<file path="src/scaled_minute_clock_top_macros.svh">
// scaled_minute_clock_top_macros.svh: assertion macros for the scaled minute clock
// used by modules that check their own state; expects clk and rst in scope
`ifndef SCALED_MINUTE_CLOCK_TOP_MACROS_SVH
`define SCALED_MINUTE_CLOCK_TOP_MACROS_SVH

// same-cycle implication
`define SMC_CHECK(label, ante, cons, msg) \
  label: assert property (@(posedge clk) disable iff (rst) (ante) |-> (cons)) else $error(msg);

// next-cycle implication
`define SMC_CHECK_NEXT(label, ante, cons, msg) \
  label: assert property (@(posedge clk) disable iff (rst) (ante) |=> (cons)) else $error(msg);

`endif

</file>
<file path="src/smc_pkg.sv">
// smc_pkg: types, request codes and constants of the scaled minute clock
// no dependencies; used by every module of the block
package smc_pkg;

  localparam int ADDR_W     = 5;
  localparam int DATA_W     = 32;
  localparam int PIPE_DEPTH = 8;

  localparam logic [39:0] MAX_MINUTE   = 40'hFF_FFFF_FFFF;
  localparam logic [10:0] MAX_MULT     = 11'd1024;
  localparam logic [15:0] MS_PER_MIN   = 16'd60000;
  localparam logic [10:0] MIN_PER_HOUR = 11'd60;
  localparam logic [10:0] MIN_PER_DAY  = 11'd1440;

  // 60000 = 1875 << 5: divide the shifted value by 1875 via a reciprocal
  localparam int          MS_SHIFT     = 5;
  localparam logic [10:0] MS_ODD       = 11'd1875;
  // floor(2^38 / 1875) for 27-bit dividends
  localparam logic [27:0] RECIP_A      = 28'd146601550;
  // floor(2^32 / 1875) for 21-bit dividends
  localparam logic [21:0] RECIP_B      = 22'd2290649;

  typedef enum logic [2:0] {
    REQ_ADVANCE   = 3'd0,
    REQ_STEP_MIN  = 3'd1,
    REQ_STEP_HOUR = 3'd2,
    REQ_STEP_DAY  = 3'd3,
    REQ_LOAD      = 3'd4
  } req_t;

  typedef struct packed {
    logic [2:0]  req_type;
    logic [31:0] amount;
    logic [40:0] start_minute;
  } req_item_t;

  typedef struct packed {
    logic [39:0] applied_minutes;
    logic [39:0] current_minute;
    logic        clamped_flag;
  } rsp_item_t;

  typedef struct packed {
    logic [10:0] multiplier;
    logic        paused;
    logic [31:0] max_step_minutes;
    logic [31:0] max_step_hours;
    logic [31:0] max_step_days;
  } cfg_t;

  // one pipeline slot; q and r are reused by both division passes
  typedef struct packed {
    logic [2:0]  req;
    logic [31:0] amount;
    logic [40:0] start;
    logic        step_ok;
    logic [16:0] q;
    logic [11:0] r;
    logic [26:0] qm;
    logic [25:0] pm;
    logic [42:0] mins;
    logic [42:0] mins_p1;
    logic [15:0] rem;
  } stage_t;

endpackage

</file>
<file path="src/smc_cfg.sv">
// smc_cfg: apb register file of the scaled minute clock
// depends on smc_pkg
module smc_cfg (
  input  logic                        clk,
  input  logic                        rst,
  input  logic                        psel,
  input  logic                        penable,
  input  logic                        pwrite,
  input  logic [smc_pkg::ADDR_W-1:0]  paddr,
  input  logic [smc_pkg::DATA_W-1:0]  pwdata,
  output logic [smc_pkg::DATA_W-1:0]  prdata,
  output logic                        pready,
  output smc_pkg::cfg_t               cfg
);

  typedef enum logic [2:0] {
    REG_MULT     = 3'd0,
    REG_PAUSED   = 3'd1,
    REG_MAX_MIN  = 3'd2,
    REG_MAX_HOUR = 3'd3,
    REG_MAX_DAY  = 3'd4
  } reg_idx_t;

  logic [2:0] idx;
  logic       wr;
  logic       mult_ok;

  assign pready  = 1'b1;
  assign idx     = paddr[4:2];
  assign wr      = psel && penable && pwrite;
  assign mult_ok = (pwdata[10:0] != 11'd0) && (pwdata[10:0] <= smc_pkg::MAX_MULT);

  always_ff @(posedge clk) begin
    if (rst) begin
      cfg.multiplier       <= 11'd1;
      cfg.paused           <= 1'b0;
      cfg.max_step_minutes <= 32'd1440;
      cfg.max_step_hours   <= 32'd168;
      cfg.max_step_days    <= 32'd365;
    end else if (wr) begin
      case (idx)
        REG_MULT: begin
          if (mult_ok) cfg.multiplier <= pwdata[10:0];
        end
        REG_PAUSED:   cfg.paused           <= pwdata[0];
        REG_MAX_MIN:  cfg.max_step_minutes <= pwdata;
        REG_MAX_HOUR: cfg.max_step_hours   <= pwdata;
        REG_MAX_DAY:  cfg.max_step_days    <= pwdata;
        default: ;
      endcase
    end
  end

  always_comb begin
    case (idx)
      REG_MULT:     prdata = {21'd0, cfg.multiplier};
      REG_PAUSED:   prdata = {31'd0, cfg.paused};
      REG_MAX_MIN:  prdata = cfg.max_step_minutes;
      REG_MAX_HOUR: prdata = cfg.max_step_hours;
      REG_MAX_DAY:  prdata = cfg.max_step_days;
      default:      prdata = '0;
    endcase
  end

endmodule

</file>
<file path="src/smc_pipe.sv">
// smc_pipe: state-free front pipeline; step limit check and step scaling,
// and split of amount * multiplier into whole minutes and leftover ms
// depends on smc_pkg
module smc_pipe (
  input  logic                clk,
  input  logic                rst,
  input  smc_pkg::cfg_t       cfg,
  input  logic                req_valid,
  output logic                req_stall,
  input  smc_pkg::req_item_t  req_data,
  output logic                item_valid,
  input  logic                item_ready,
  output smc_pkg::stage_t     item
);

  localparam int D = smc_pkg::PIPE_DEPTH;

  smc_pkg::stage_t st      [D];
  smc_pkg::stage_t st_next [D];
  logic [D-1:0]    vld;
  logic [D-1:0]    vld_in;
  logic [D:0]      en;

  // stage scratch
  logic [26:0] x_a;
  logic [54:0] prod_a;
  logic [31:0] lim_a;
  logic [26:0] back_b;
  logic [26:0] diff_b;
  logic [10:0] scale_b;
  logic [42:0] prod_s;
  logic [15:0] ra_d;
  logic [27:0] qm_d;
  logic [26:0] pm_d;
  logic [20:0] y_e;
  logic [42:0] prod_e;
  logic [20:0] y_f;
  logic [20:0] back_f;
  logic [20:0] diff_f;
  logic [9:0]  q2_g;
  logic [11:0] r2_g;
  logic [42:0] mins_g;

  // a slot advances when it is empty or its successor advances
  always_comb begin
    en[D] = item_ready;
    for (int k = D - 1; k >= 0; k--) begin
      en[k] = !vld[k] || en[k+1];
    end
  end

  assign vld_in     = {vld[D-2:0], req_valid};
  assign req_stall  = !en[0];
  assign item_valid = vld[D-1];
  assign item       = st[D-1];

  always_ff @(posedge clk) begin
    if (rst) begin
      vld <= '0;
    end else begin
      for (int k = 0; k < D; k++) begin
        if (en[k]) vld[k] <= vld_in[k];
      end
    end
  end

  always_ff @(posedge clk) begin
    for (int k = 0; k < D; k++) begin
      if (en[k]) st[k] <= st_next[k];
    end
  end

  // input register
  always_comb begin
    st_next[0]       = '0;
    st_next[0].req   = req_data.req_type;
    st_next[0].amount = req_data.amount;
    st_next[0].start = req_data.start_minute;
  end

  // quotient estimate of (amount >> 5) / 1875, step limit check
  assign x_a    = st[0].amount[31:smc_pkg::MS_SHIFT];
  assign prod_a = {28'd0, x_a} * {27'd0, smc_pkg::RECIP_A};

  always_comb begin
    case (st[0].req)
      smc_pkg::REQ_STEP_MIN:  lim_a = cfg.max_step_minutes;
      smc_pkg::REQ_STEP_HOUR: lim_a = cfg.max_step_hours;
      smc_pkg::REQ_STEP_DAY:  lim_a = cfg.max_step_days;
      default:                lim_a = '0;
    endcase
    st_next[1]         = st[0];
    st_next[1].q       = prod_a[54:38];
    st_next[1].step_ok = (st[0].amount != 32'd0) && (st[0].amount <= lim_a);
  end

  // remainder of the estimate, step count scaled to minutes
  assign back_b = 27'(st[1].q) * 27'(smc_pkg::MS_ODD);
  assign diff_b = st[1].amount[31:smc_pkg::MS_SHIFT] - back_b;
  assign prod_s = {11'd0, st[1].amount} * {32'd0, scale_b};

  always_comb begin
    case (st[1].req)
      smc_pkg::REQ_STEP_HOUR: scale_b = smc_pkg::MIN_PER_HOUR;
      smc_pkg::REQ_STEP_DAY:  scale_b = smc_pkg::MIN_PER_DAY;
      default:                scale_b = 11'd1;
    endcase
    st_next[2]      = st[1];
    st_next[2].r    = diff_b[11:0];
    st_next[2].mins = prod_s;
  end

  // estimate is at most one low
  always_comb begin
    st_next[3] = st[2];
    if (st[2].r >= 12'(smc_pkg::MS_ODD)) begin
      st_next[3].q = st[2].q + 17'd1;
      st_next[3].r = st[2].r - 12'(smc_pkg::MS_ODD);
    end
  end

  // scale whole minutes and leftover ms of amount by the multiplier
  assign ra_d = {st[3].r[10:0], st[3].amount[smc_pkg::MS_SHIFT-1:0]};
  assign qm_d = {11'd0, st[3].q} * {17'd0, cfg.multiplier};
  assign pm_d = {11'd0, ra_d} * {16'd0, cfg.multiplier};

  always_comb begin
    st_next[4]    = st[3];
    st_next[4].qm = qm_d[26:0];
    st_next[4].pm = pm_d[25:0];
  end

  // second division pass on the scaled leftover
  assign y_e    = st[4].pm[25:smc_pkg::MS_SHIFT];
  assign prod_e = {22'd0, y_e} * {21'd0, smc_pkg::RECIP_B};

  always_comb begin
    st_next[5]   = st[4];
    st_next[5].q = {7'd0, prod_e[41:32]};
  end

  assign y_f    = st[5].pm[25:smc_pkg::MS_SHIFT];
  assign back_f = {11'd0, st[5].q[9:0]} * {10'd0, smc_pkg::MS_ODD};
  assign diff_f = y_f - back_f;

  always_comb begin
    st_next[6]   = st[5];
    st_next[6].r = diff_f[11:0];
  end

  // correct, then gather minutes and sub-minute ms for an advance
  always_comb begin
    q2_g = st[6].q[9:0];
    r2_g = st[6].r;
    if (st[6].r >= 12'(smc_pkg::MS_ODD)) begin
      q2_g = st[6].q[9:0] + 10'd1;
      r2_g = st[6].r - 12'(smc_pkg::MS_ODD);
    end
    mins_g = 43'(st[6].qm) + 43'(q2_g);
    st_next[7]     = st[6];
    st_next[7].rem = {r2_g[10:0], st[6].pm[smc_pkg::MS_SHIFT-1:0]};
    st_next[7].mins_p1 = st[6].mins;
    if (st[6].req == smc_pkg::REQ_ADVANCE) begin
      st_next[7].mins    = mins_g;
      st_next[7].mins_p1 = mins_g + 43'd1;
    end
  end

endmodule

</file>
<file path="src/smc_state.sv">
// smc_state: minute count, ms credit and clamp flag, with the result register
// depends on smc_pkg and scaled_minute_clock_top_macros.svh
`include "scaled_minute_clock_top_macros.svh"

module smc_state (
  input  logic               clk,
  input  logic               rst,
  input  smc_pkg::cfg_t      cfg,
  input  logic               item_valid,
  output logic               item_ready,
  input  smc_pkg::stage_t    item,
  output logic               rsp_valid,
  input  logic               rsp_stall,
  output smc_pkg::rsp_item_t rsp_data
);

  logic [39:0] sim_minute;
  logic [15:0] credit;
  logic        clamp_seen;

  logic [39:0] sim_minute_next;
  logic [15:0] credit_next;
  logic        clamp_seen_next;
  logic [39:0] applied;

  logic        take;
  logic        at_ceiling;
  logic [39:0] room;
  logic [16:0] credit_sum;
  logic        carry;
  logic [15:0] credit_adv;
  logic        add_en;
  logic [42:0] add_amt;
  logic        over;
  logic        clamp_hit;

  assign item_ready = !rsp_valid || !rsp_stall;
  assign take       = item_valid && item_ready;
  assign at_ceiling = sim_minute >= smc_pkg::MAX_MINUTE;
  assign room       = smc_pkg::MAX_MINUTE - sim_minute;
  assign credit_sum = {1'b0, credit} + {1'b0, item.rem};
  assign carry      = credit_sum >= {1'b0, smc_pkg::MS_PER_MIN};
  assign credit_adv = carry ? 16'(credit_sum - {1'b0, smc_pkg::MS_PER_MIN}) : credit_sum[15:0];
  assign over       = add_amt > {3'd0, room};
  assign clamp_hit  = add_en && over;

  always_comb begin
    sim_minute_next = sim_minute;
    credit_next     = credit;
    clamp_seen_next = clamp_seen;
    applied         = '0;
    add_en          = 1'b0;
    add_amt         = item.mins;
    case (item.req)
      smc_pkg::REQ_ADVANCE: begin
        if (!cfg.paused && (item.amount != 32'd0) && !at_ceiling) begin
          credit_next = credit_adv;
          add_amt     = carry ? item.mins_p1 : item.mins;
          add_en      = add_amt != 43'd0;
        end
      end
      smc_pkg::REQ_STEP_MIN, smc_pkg::REQ_STEP_HOUR, smc_pkg::REQ_STEP_DAY: begin
        add_en = item.step_ok && !at_ceiling;
      end
      smc_pkg::REQ_LOAD: begin
        credit_next = '0;
        if (item.start > {1'b0, smc_pkg::MAX_MINUTE}) begin
          sim_minute_next = smc_pkg::MAX_MINUTE;
          clamp_seen_next = 1'b1;
        end else begin
          sim_minute_next = item.start[39:0];
          clamp_seen_next = 1'b0;
        end
      end
      default: ;
    endcase
    if (add_en) begin
      if (over) begin
        applied         = room;
        sim_minute_next = smc_pkg::MAX_MINUTE;
        credit_next     = '0;
        clamp_seen_next = 1'b1;
      end else begin
        applied         = add_amt[39:0];
        sim_minute_next = sim_minute + add_amt[39:0];
      end
    end
  end

  always_ff @(posedge clk) begin
    if (rst) begin
      sim_minute <= '0;
      credit     <= '0;
      clamp_seen <= 1'b0;
      rsp_valid  <= 1'b0;
    end else begin
      if (item_ready) rsp_valid <= item_valid;
      if (take) begin
        sim_minute <= sim_minute_next;
        credit     <= credit_next;
        clamp_seen <= clamp_seen_next;
      end
    end
  end

  always_ff @(posedge clk) begin
    if (take) begin
      rsp_data.applied_minutes <= applied;
      rsp_data.current_minute  <= sim_minute_next;
      rsp_data.clamped_flag    <= clamp_seen_next;
    end
  end

  `SMC_CHECK(credit_below_minute, 1'b1, credit < smc_pkg::MS_PER_MIN, "ms credit reached a minute")
  `SMC_CHECK_NEXT(applied_adds_up, take && (item.req != smc_pkg::REQ_LOAD), rsp_data.current_minute == $past(sim_minute) + rsp_data.applied_minutes, "minute count and applied minutes disagree")
  `SMC_CHECK_NEXT(ceiling_holds, take && at_ceiling && (item.req != smc_pkg::REQ_LOAD), (rsp_data.applied_minutes == 40'd0) && (sim_minute == smc_pkg::MAX_MINUTE), "count moved off the ceiling")
  `SMC_CHECK_NEXT(clamp_clears_credit, take && clamp_hit, (credit == 16'd0) && clamp_seen && rsp_data.clamped_flag, "clamp did not clear credit or set flag")

endmodule

</file>
<file path="src/scaled_minute_clock_top.sv">
// scaled_minute_clock_top: top level of the scaled minute clock
// depends on smc_pkg, smc_cfg, smc_pipe and smc_state
//
// usage
// - req channel (req_valid / req_stall / req_data) carries one transaction per
//   request: advance by real ms, step by minutes, hours or days, or load a minute
// - rsp channel (rsp_valid / rsp_stall / rsp_data) returns exactly one
//   transaction per request, in order: minutes applied, minute count after the
//   request and the sticky clamp flag
// - a transaction moves at a rising edge with valid high and stall low
// - throughput: one request per cycle, sustained while rsp_stall stays low
// - path: a taken request passes through the eight-slot front pipeline
//   (two reciprocal divisions by 60000) and then the state update in the
//   result register, which holds the result on rsp_data
// - rsp_stall holds the result register; the front pipeline keeps taking
//   requests until every slot is full, then req_stall rises
// - apb port: registers at byte addresses 0 (multiplier), 4 (paused),
//   8, 12, 16 (step limits); pready is always high; write only while idle
// - reset (rst, synchronous): minute count, credit and clamp flag cleared,
//   registers back to multiplier 1, running, limits 1440 / 168 / 365;
//   no clearing pass, requests are taken from the first cycle after reset
module scaled_minute_clock_top (
  input  logic                        clk,
  input  logic                        rst,
  // request transactions
  input  logic                        req_valid,
  output logic                        req_stall,
  input  smc_pkg::req_item_t          req_data,
  // result transactions
  output logic                        rsp_valid,
  input  logic                        rsp_stall,
  output smc_pkg::rsp_item_t          rsp_data,
  // configuration
  input  logic                        psel,
  input  logic                        penable,
  input  logic                        pwrite,
  input  logic [smc_pkg::ADDR_W-1:0]  paddr,
  input  logic [smc_pkg::DATA_W-1:0]  pwdata,
  output logic [smc_pkg::DATA_W-1:0]  prdata,
  output logic                        pready
);

  smc_pkg::cfg_t   cfg;
  smc_pkg::stage_t item;
  logic            item_valid;
  logic            item_ready;

  // register file; the user must keep values stable whenever requests are in flight, the block does not enforce it
  smc_cfg u_cfg (
    .clk     (clk),
    .rst     (rst),
    .psel    (psel),
    .penable (penable),
    .pwrite  (pwrite),
    .paddr   (paddr),
    .pwdata  (pwdata),
    .prdata  (prdata),
    .pready  (pready),
    .cfg     (cfg)
  );

  // everything that does not depend on the clock state: limit checks,
  // step scaling and the split of amount * multiplier into minutes and ms
  smc_pipe u_pipe (
    .clk        (clk),
    .rst        (rst),
    .cfg        (cfg),
    .req_valid  (req_valid),
    .req_stall  (req_stall),
    .req_data   (req_data),
    .item_valid (item_valid),
    .item_ready (item_ready),
    .item       (item)
  );

  // credit carry, ceiling clamp and load, updated as the result is registered
  smc_state u_state (
    .clk        (clk),
    .rst        (rst),
    .cfg        (cfg),
    .item_valid (item_valid),
    .item_ready (item_ready),
    .item       (item),
    .rsp_valid  (rsp_valid),
    .rsp_stall  (rsp_stall),
    .rsp_data   (rsp_data)
  );

endmodule

</file>
<file path="config.mk">
export PLATFORM = sky130hd
export DESIGN_NAME = scaled_minute_clock_top
export DESIGN_NICKNAME = d
export VERILOG_FILES = /design/src/smc_pkg.sv /design/src/smc_cfg.sv /design/src/smc_pipe.sv /design/src/smc_state.sv /design/src/scaled_minute_clock_top.sv
export VERILOG_INCLUDE_DIRS = /design/src /design/src/src
export SDC_FILE = /design/constraint.sdc
export NUM_CORES = 2
export LEC_CHECK = 0
export BUFFER_PORTS_ARGS = -buffer_cell sky130_fd_sc_hd__clkbuf_2
export CAP_MARGIN = 20
export CORE_ASPECT_RATIO = 0.6
export CORE_MARGIN = 3
export CORE_UTILIZATION = 55
export CTS_BUF_LIST = sky130_fd_sc_hd__clkbuf_4 sky130_fd_sc_hd__clkbuf_8
export DETAILED_ROUTE_END_ITERATION = 6
export GPL_TIMING_DRIVEN = 0
export PLACE_DENSITY = 0.72
export SLEW_MARGIN = 20
export SYNTH_ARGS = -nofsm -noshare
export SYNTH_HDL_FRONTEND = slang
export SYNTH_SLANG_ARGS = --single-unit
</file>
<file path="constraint.sdc">
create_clock -name clk -period 20 [get_ports clk]
set_input_delay 1 -clock clk [delete_from_list [all_inputs] [get_ports clk]]
set_output_delay 1 -clock clk [all_outputs]
set_load 0.02 [all_outputs]
</file>
Yosys cells after proc, flatten, opt, wreduce, memory -nomap -nowiden
Memory sizes are Yosys's and may differ from the RTL's.
Index checks and enable logic that the tools add are counted.
{ "totals": {"input_bits": 120, "mem_count": 1, "mem_bits_rw": 2088, "reg_bits": 255} }
{ "classes": {"muxes": 42, "n_reduce_logical": 43, "add_sub_neg": 12, "order_cmp": 8, "multipliers": 7, "eq_ne": 13} }
{ "memory_table": {"columns": ["memory", "words", "width", "read_ports", "rd_ports_with_merged_regs", "write_ports", "line", "rtl"], "rows": [
  ["u_pipe.st", 8, 261, 8, 0, 8, "smc_pipe.sv:18", "smc_pkg::stage_t st [D];"]
]} }
{ "ops": {"columns": ["operator", "count"], "rows": [
  ["40-bit 2-to-1 mux", 5],
  ["32-bit case mux with 5 select lines", 1],
  ["43-bit 2-to-1 mux", 3],
  ["32-bit case mux with 3 select lines", 1],
  ["86-bit 2-to-1 mux", 1],
  ["16-bit 2-to-1 mux", 4],
  ["32-bit nonzero test", 2],
  ["27-bit by 27-bit multiplier with 54-bit output (second input constant)", 1],
  ["43-bit by 1-bit adder with 43-bit output (second input constant)", 1],
  ["43-bit by 40-bit > comparator with 1-bit output", 1],
  ["32-bit by 11-bit multiplier with 43-bit output", 1],
  ["43-bit nonzero test", 1],
  ["21-bit by 22-bit multiplier with 42-bit output (second input constant)", 1],
  ["41-bit by 40-bit > comparator with 1-bit output (second input constant)", 1],
  ["40-bit adder", 1],
  ["40-bit >= comparator (second input constant)", 1],
  ["40-bit subtractor (first input constant)", 1],
  ["32-bit <= comparator", 1],
  ["16-bit case mux with 2 select lines", 1],
  ["29-bit 2-to-1 mux", 1],
  ["27-bit by 10-bit adder with 28-bit output", 1],
  ["17-bit by 11-bit multiplier with 27-bit output", 1],
  ["16-bit by 11-bit multiplier with 26-bit output", 1],
  ["3-bit by 2-bit == test with 1-bit output (second input constant)", 8],
  ["other kinds (27)", 84]
]} }

Longest topological paths before layout
{ "logic_depth": {"depth_word": 12, "mapped_depth": 30, "ltp_nobuf": 28} }

Modules after synthesis
Synthesis repeated with hierarchy kept, for this count alone.
{ "unflattened": {"hier_cells": 8458, "hier_area_um2": 101536.1} }
{ "modules_own_cells": {"columns": ["mod", "cells_each", "seq_area_each_um2", "area_each_um2", "instances"], "rows": [
  ["smc_pipe", 6657, 37786.2, 86255.2, 1],
  ["smc_state", 1182, 3593.4, 10562.6, 1],
  ["smc_cfg", 619, 2162.1, 4718.3, 1]
]} }

Worst setup path before layout
No wires, ideal clock.
{ "synth_timing": {"path_type": "input port to output port", "from": "input port rsp_stall", "to": "output port req_stall", "n_path_buf": 0, "stages": 6, "setup_slack_ps": 10006, "arrival_ps": 8994, "path_cell_list": "and3_1 > and3_1 > nand3_1 > nor2_1 > nand3_1 > inv_1"} }
{ "synth_via": {"elab_chain_len": 11} }
{ "synth_lines": {"columns": ["element", "line", "rtl"], "rows": [
  ["from (decl)", "scaled_minute_clock_top.sv:31", "input logic rsp_stall,"],
  ["1-bit zero test", "smc_state.sv:37", "assign item_ready = !rsp_valid || !rsp_stall;"],
  ["1-bit logical OR", "smc_state.sv:37", null],
  ["1-bit logical OR (5 in a row)", "smc_pipe.sv:48", "en[k] = !vld[k] || en[k+1];"],
  ["via u_pipe.en[3]", "smc_pipe.sv:22", "logic [D:0] en;"],
  ["1-bit logical OR (3 in a row)", "smc_pipe.sv:48", null],
  ["1-bit zero test", "smc_pipe.sv:53", "assign req_stall = !en[0];"],
  ["to (decl)", "scaled_minute_clock_top.sv:27", "output logic req_stall,"]
]} }
The timed path passes the listed nets, and every way through them passes these cells.

Worst setup path in the final report
{ "layout_timing": {"from": "register u_state.credit[0]", "to": "register u_state.rsp_data[63] (netlist name)"} }
{ "layout_via": {"elab_chain_len": 7, "elab_cells_between_ends": 10} }
{ "layout_lines": {"columns": ["element", "line", "rtl"], "rows": [
  ["from (decl)", "smc_state.sv:18", "logic [15:0] credit;"],
  ["from (signal assigned)", "smc_state.sv:100", "credit <= credit_next;"],
  ["16-bit by 16-bit adder with 17-bit output *", "smc_state.sv:41", "assign credit_sum = {1'b0, credit} + {1'b0, item.rem};"],
  ["17-bit by 16-bit >= comparator with 1-bit output *", "smc_state.sv:42", "assign carry = credit_sum >= {1'b0, smc_pkg::MS_PER_MIN};"],
  ["43-bit 2-to-1 mux *", "smc_state.sv:58", "add_amt = carry ? item.mins_p1 : item.mins;"],
  ["43-bit 2-to-1 mux", "smc_state.sv:56", "if (!cfg.paused && (item.amount != 32'd0) && !at_ceiling) begin"],
  ["43-bit 2-to-1 mux", "smc_state.sv:54", "case (item.req)"],
  ["43-bit by 40-bit > comparator with 1-bit output", "smc_state.sv:44", "assign over = add_amt > {3'd0, room};"],
  ["40-bit 2-to-1 mux", "smc_state.sv:78", "if (over) begin"]
]} }
Every way passes the cells marked *; elsewhere a longest branch is shown, timed or not.
A chain may end at the register's enable or synchronous reset.

==> qor.yml <==
dr_wl_met3_mm: 26.1
hpwl_mm: 198
failed_checks: "DRC"
arrival_ns: 9.33
syn_area_um2: 95600
place_area_um2: 100000
startpoint_type: "register"
synth_top_area_share_pct: 38.8
synth_common_cells: "1,344 x inv_1, 1,234 x edfxtp_1, 956 x ha_1"
tritoncts: "yes"
track_usage_pct: 27.8
synth_seq_area_share_pct: 42.4
synth.most_common_cell: "inv_1"
leakagePower_uw: 0.0469
yosys.cell_types.count: 93
place_ws_ns: 11.43
dieArea_um2: 179000
clockBufferDepth: 4
grt_pass1_vias: 61431
ir_drop_mv: 0.628
cp.required_ns: 20.56
gp_congestion: 0.986
design_area_um2: 104000
core-area_um2: 171000
yosys.area.top_type: "edfxtp_1"
wirelength_met1_mm: 116
synth-edff-count: 1234
grt_max_degree: 100
outcome: "finished, violations left"
port_buffers: 230
synthFlopType: "edfxtp_1"
hold_violations: 0
antenna_found_initial: 16
topRoutingLayerUsed: "met5"
cts_resized: 0
cts-root-buf: "clkbuf_8"
wl_per_cell_um: 22.8
die_w_um: 544
clk_latency_ns: 0.92
finalCritPeriodShare_pct: 43.9
clkSlewWorstSetupHoldPaths_ns: 0.07
multiInputGateArea_um2: 49200
synth_seq_cells: 1408
ant_nets: 0
die_height_um: 329
synth_area_leaders: "edfxtp_1 39%, fa_1 20%, ha_1 13%"
area_growth_syn_to_layout_pct: 9.16
num_vias: 60892
drt_iter0_markers: 5498
syn_nets: 9957
fin_ws_ns: 11.23
drive_gt1_share_pct: 8.86
netlist_instances: 7946
nets: 10408
cp_max_fo: 10
power.density_nw_per_um2: 182
clock_sinks: 1408
holdCritPathClass: "primary input to register"
drv_slew: 0
route.detailed.drc: 10
fin_skew_ns: 0.105
clock.fmax_mhz: 114
first_pass_iters: 7
worstSetupPathType: "register to register"
end_kind: "register"
rsz0062_at_grt: "false"
wirelength_mm: 247
worstMarginPinSlew_ns: 1.20
cts_hold_buf: 0
final_util_pct: 61.0
htree_levels: 4
maxCapViolCount: 0
avgSynthCellArea_um2: 12.0
fp-row-count: 117
cts_buffers: 203
met2_length_mm: 99.5
whs_ns: 0.246
slew_headroom_pct: 19.0
cts_setup_buffers: 0
synthArstFlopShare_pct: 0
avgViaCountPerCell: 5.63
grt-ovfl-total: 0
setup_viol: 0
start_util_pct: 55.9
final-seq-area_um2: 40500
tns_ns: 0
fin_crit_ns: 8.77
n_fill_cell: 13458
grt_pass1_wl_mm: 375
synth_warnings: 0
pin_count: 236
==> critical path: stages, from the launching register on <==
cell and delay (ns):
dfxtp_1 0.34, ha_1 0.19, inv_1 0.06, fa_1 0.40
nand2b_1 0.21, a21oi_2 0.27, a2bb2oi_2 0.34, a311oi_2 0.16
xnor2_1 0.47, a221o_1 0.24, a31oi_1 0.17, nor3_1 0.25
buf_2 0.32, buf_4 0.27, mux2_2 0.40, ha_1 0.28
clkbuf_1 0.29, o21ai_0 0.14, o21ai_0 0.30, a22o_1 0.30
a211oi_1 0.09, or4_1 0.53, o21ai_1 0.60, clkbuf_1 0.66
buf_1 0.39, nor2_1 0.10, a211oi_1 0.65
==> power by group <==
part | internal [uW] | switching, uW | total [uW]
Combinational | 5300 | 6840 | 12100
Clock | 1290 | 1130 | 2420
Sequential | 3980 | 423 | 4410
Total | 10600 | 8400 | 19000
==> kinds of logic (layout without fill, tap and decap cells) <==
group,count (synthesis),in the layout,share of synthesized area (%)
compound gates,963,963,6.61
xor+xnor,278,278,2.55
fa+ha+maj,1891,1891,32.1
buf+inv,1572,2182,6.21
flops,1408,1408,42.4
mux,131,131,1.47
other cells,1,6,0.00392
simple gates,1702,1702,8.66
==> flip-flops by register name (all words and copies together) (netlist names) <==
name / cells
u_cfg.cfg: 108
u_state.rsp_valid: 1
u_state.rsp_data: 81
u_pipe.vld: 8
u_pipe.st: 1153
u_state.clamp_seen: 1
u_state.credit: 16
u_state.sim_minute: 40
==> layout make-up <==
| type | instances | share of cell area, % |
|---|---|---|
| flip-flops and latches | 1408 | 38.8 |
| plain buffers | 227 | 0.857 |
| inverters | 1345 | 4.86 |
| clock inverters | 100 | 0.876 |
| well taps | 2261 | 2.71 |
| clock buffers | 264 | 3.22 |
| repair buffers | 246 | 1.49 |
| diodes | 5 | 0.0120 |
| multi-input cells | 4966 | 47.1 |
==> metal layers <==
layer  global-route usage [%]  vias to the layer above
met5                        0                        -
met4                     5.79                        2
met3                     7.58                      362
met2                     38.3                     2638
met1                     43.7                    30243
li1                         -                    27647
==> stage by stage <==
stage                     total power, uW  std cells
final                               19000      10822
after global routing                21000      10819
after CTS                           19000      10817
after detailed placement            16500      10453
after global placement              16000      10437
after floorplan                     13200       7946
==> placed cells by master, fill, tap and decap left out, types with 174 or more instances in the layout <==
cell type	n
a21oi_1	263
and2_1	201
clkbuf_1	200
clkbuf_2	232
clkbuf_8	221
dfxtp_1	174
edfxtp_1	1234
fa_1	935
ha_1	956
inv_1	1341
nand2_1	644
nor2_1	276
o21ai_0	205
xnor2_1	193
==> final timing paths <==
check	startpoint	slack (ns)	cells past startpoint	to
worst max-delay path	u_state.credit[0]$_SDFFE_PP0P_	11.23	26	u_state.rsp_data[63]$_SDFFCE_PN0P_
worst min-delay path	req_data[38]	0.25	1	u_pipe.st[0][223]$_DFFE_PN_
worst max register to register	u_state.credit[0]$_SDFFE_PP0P_	11.23	26	u_state.rsp_data[63]$_SDFFCE_PN0P_
worst min register to register	u_pipe.st[0][874]$_DFFE_PP_	0.39	0	u_pipe.st[1][91]$_DFFE_PP_
Note: power is estimated with default switching activity, not from simulation.
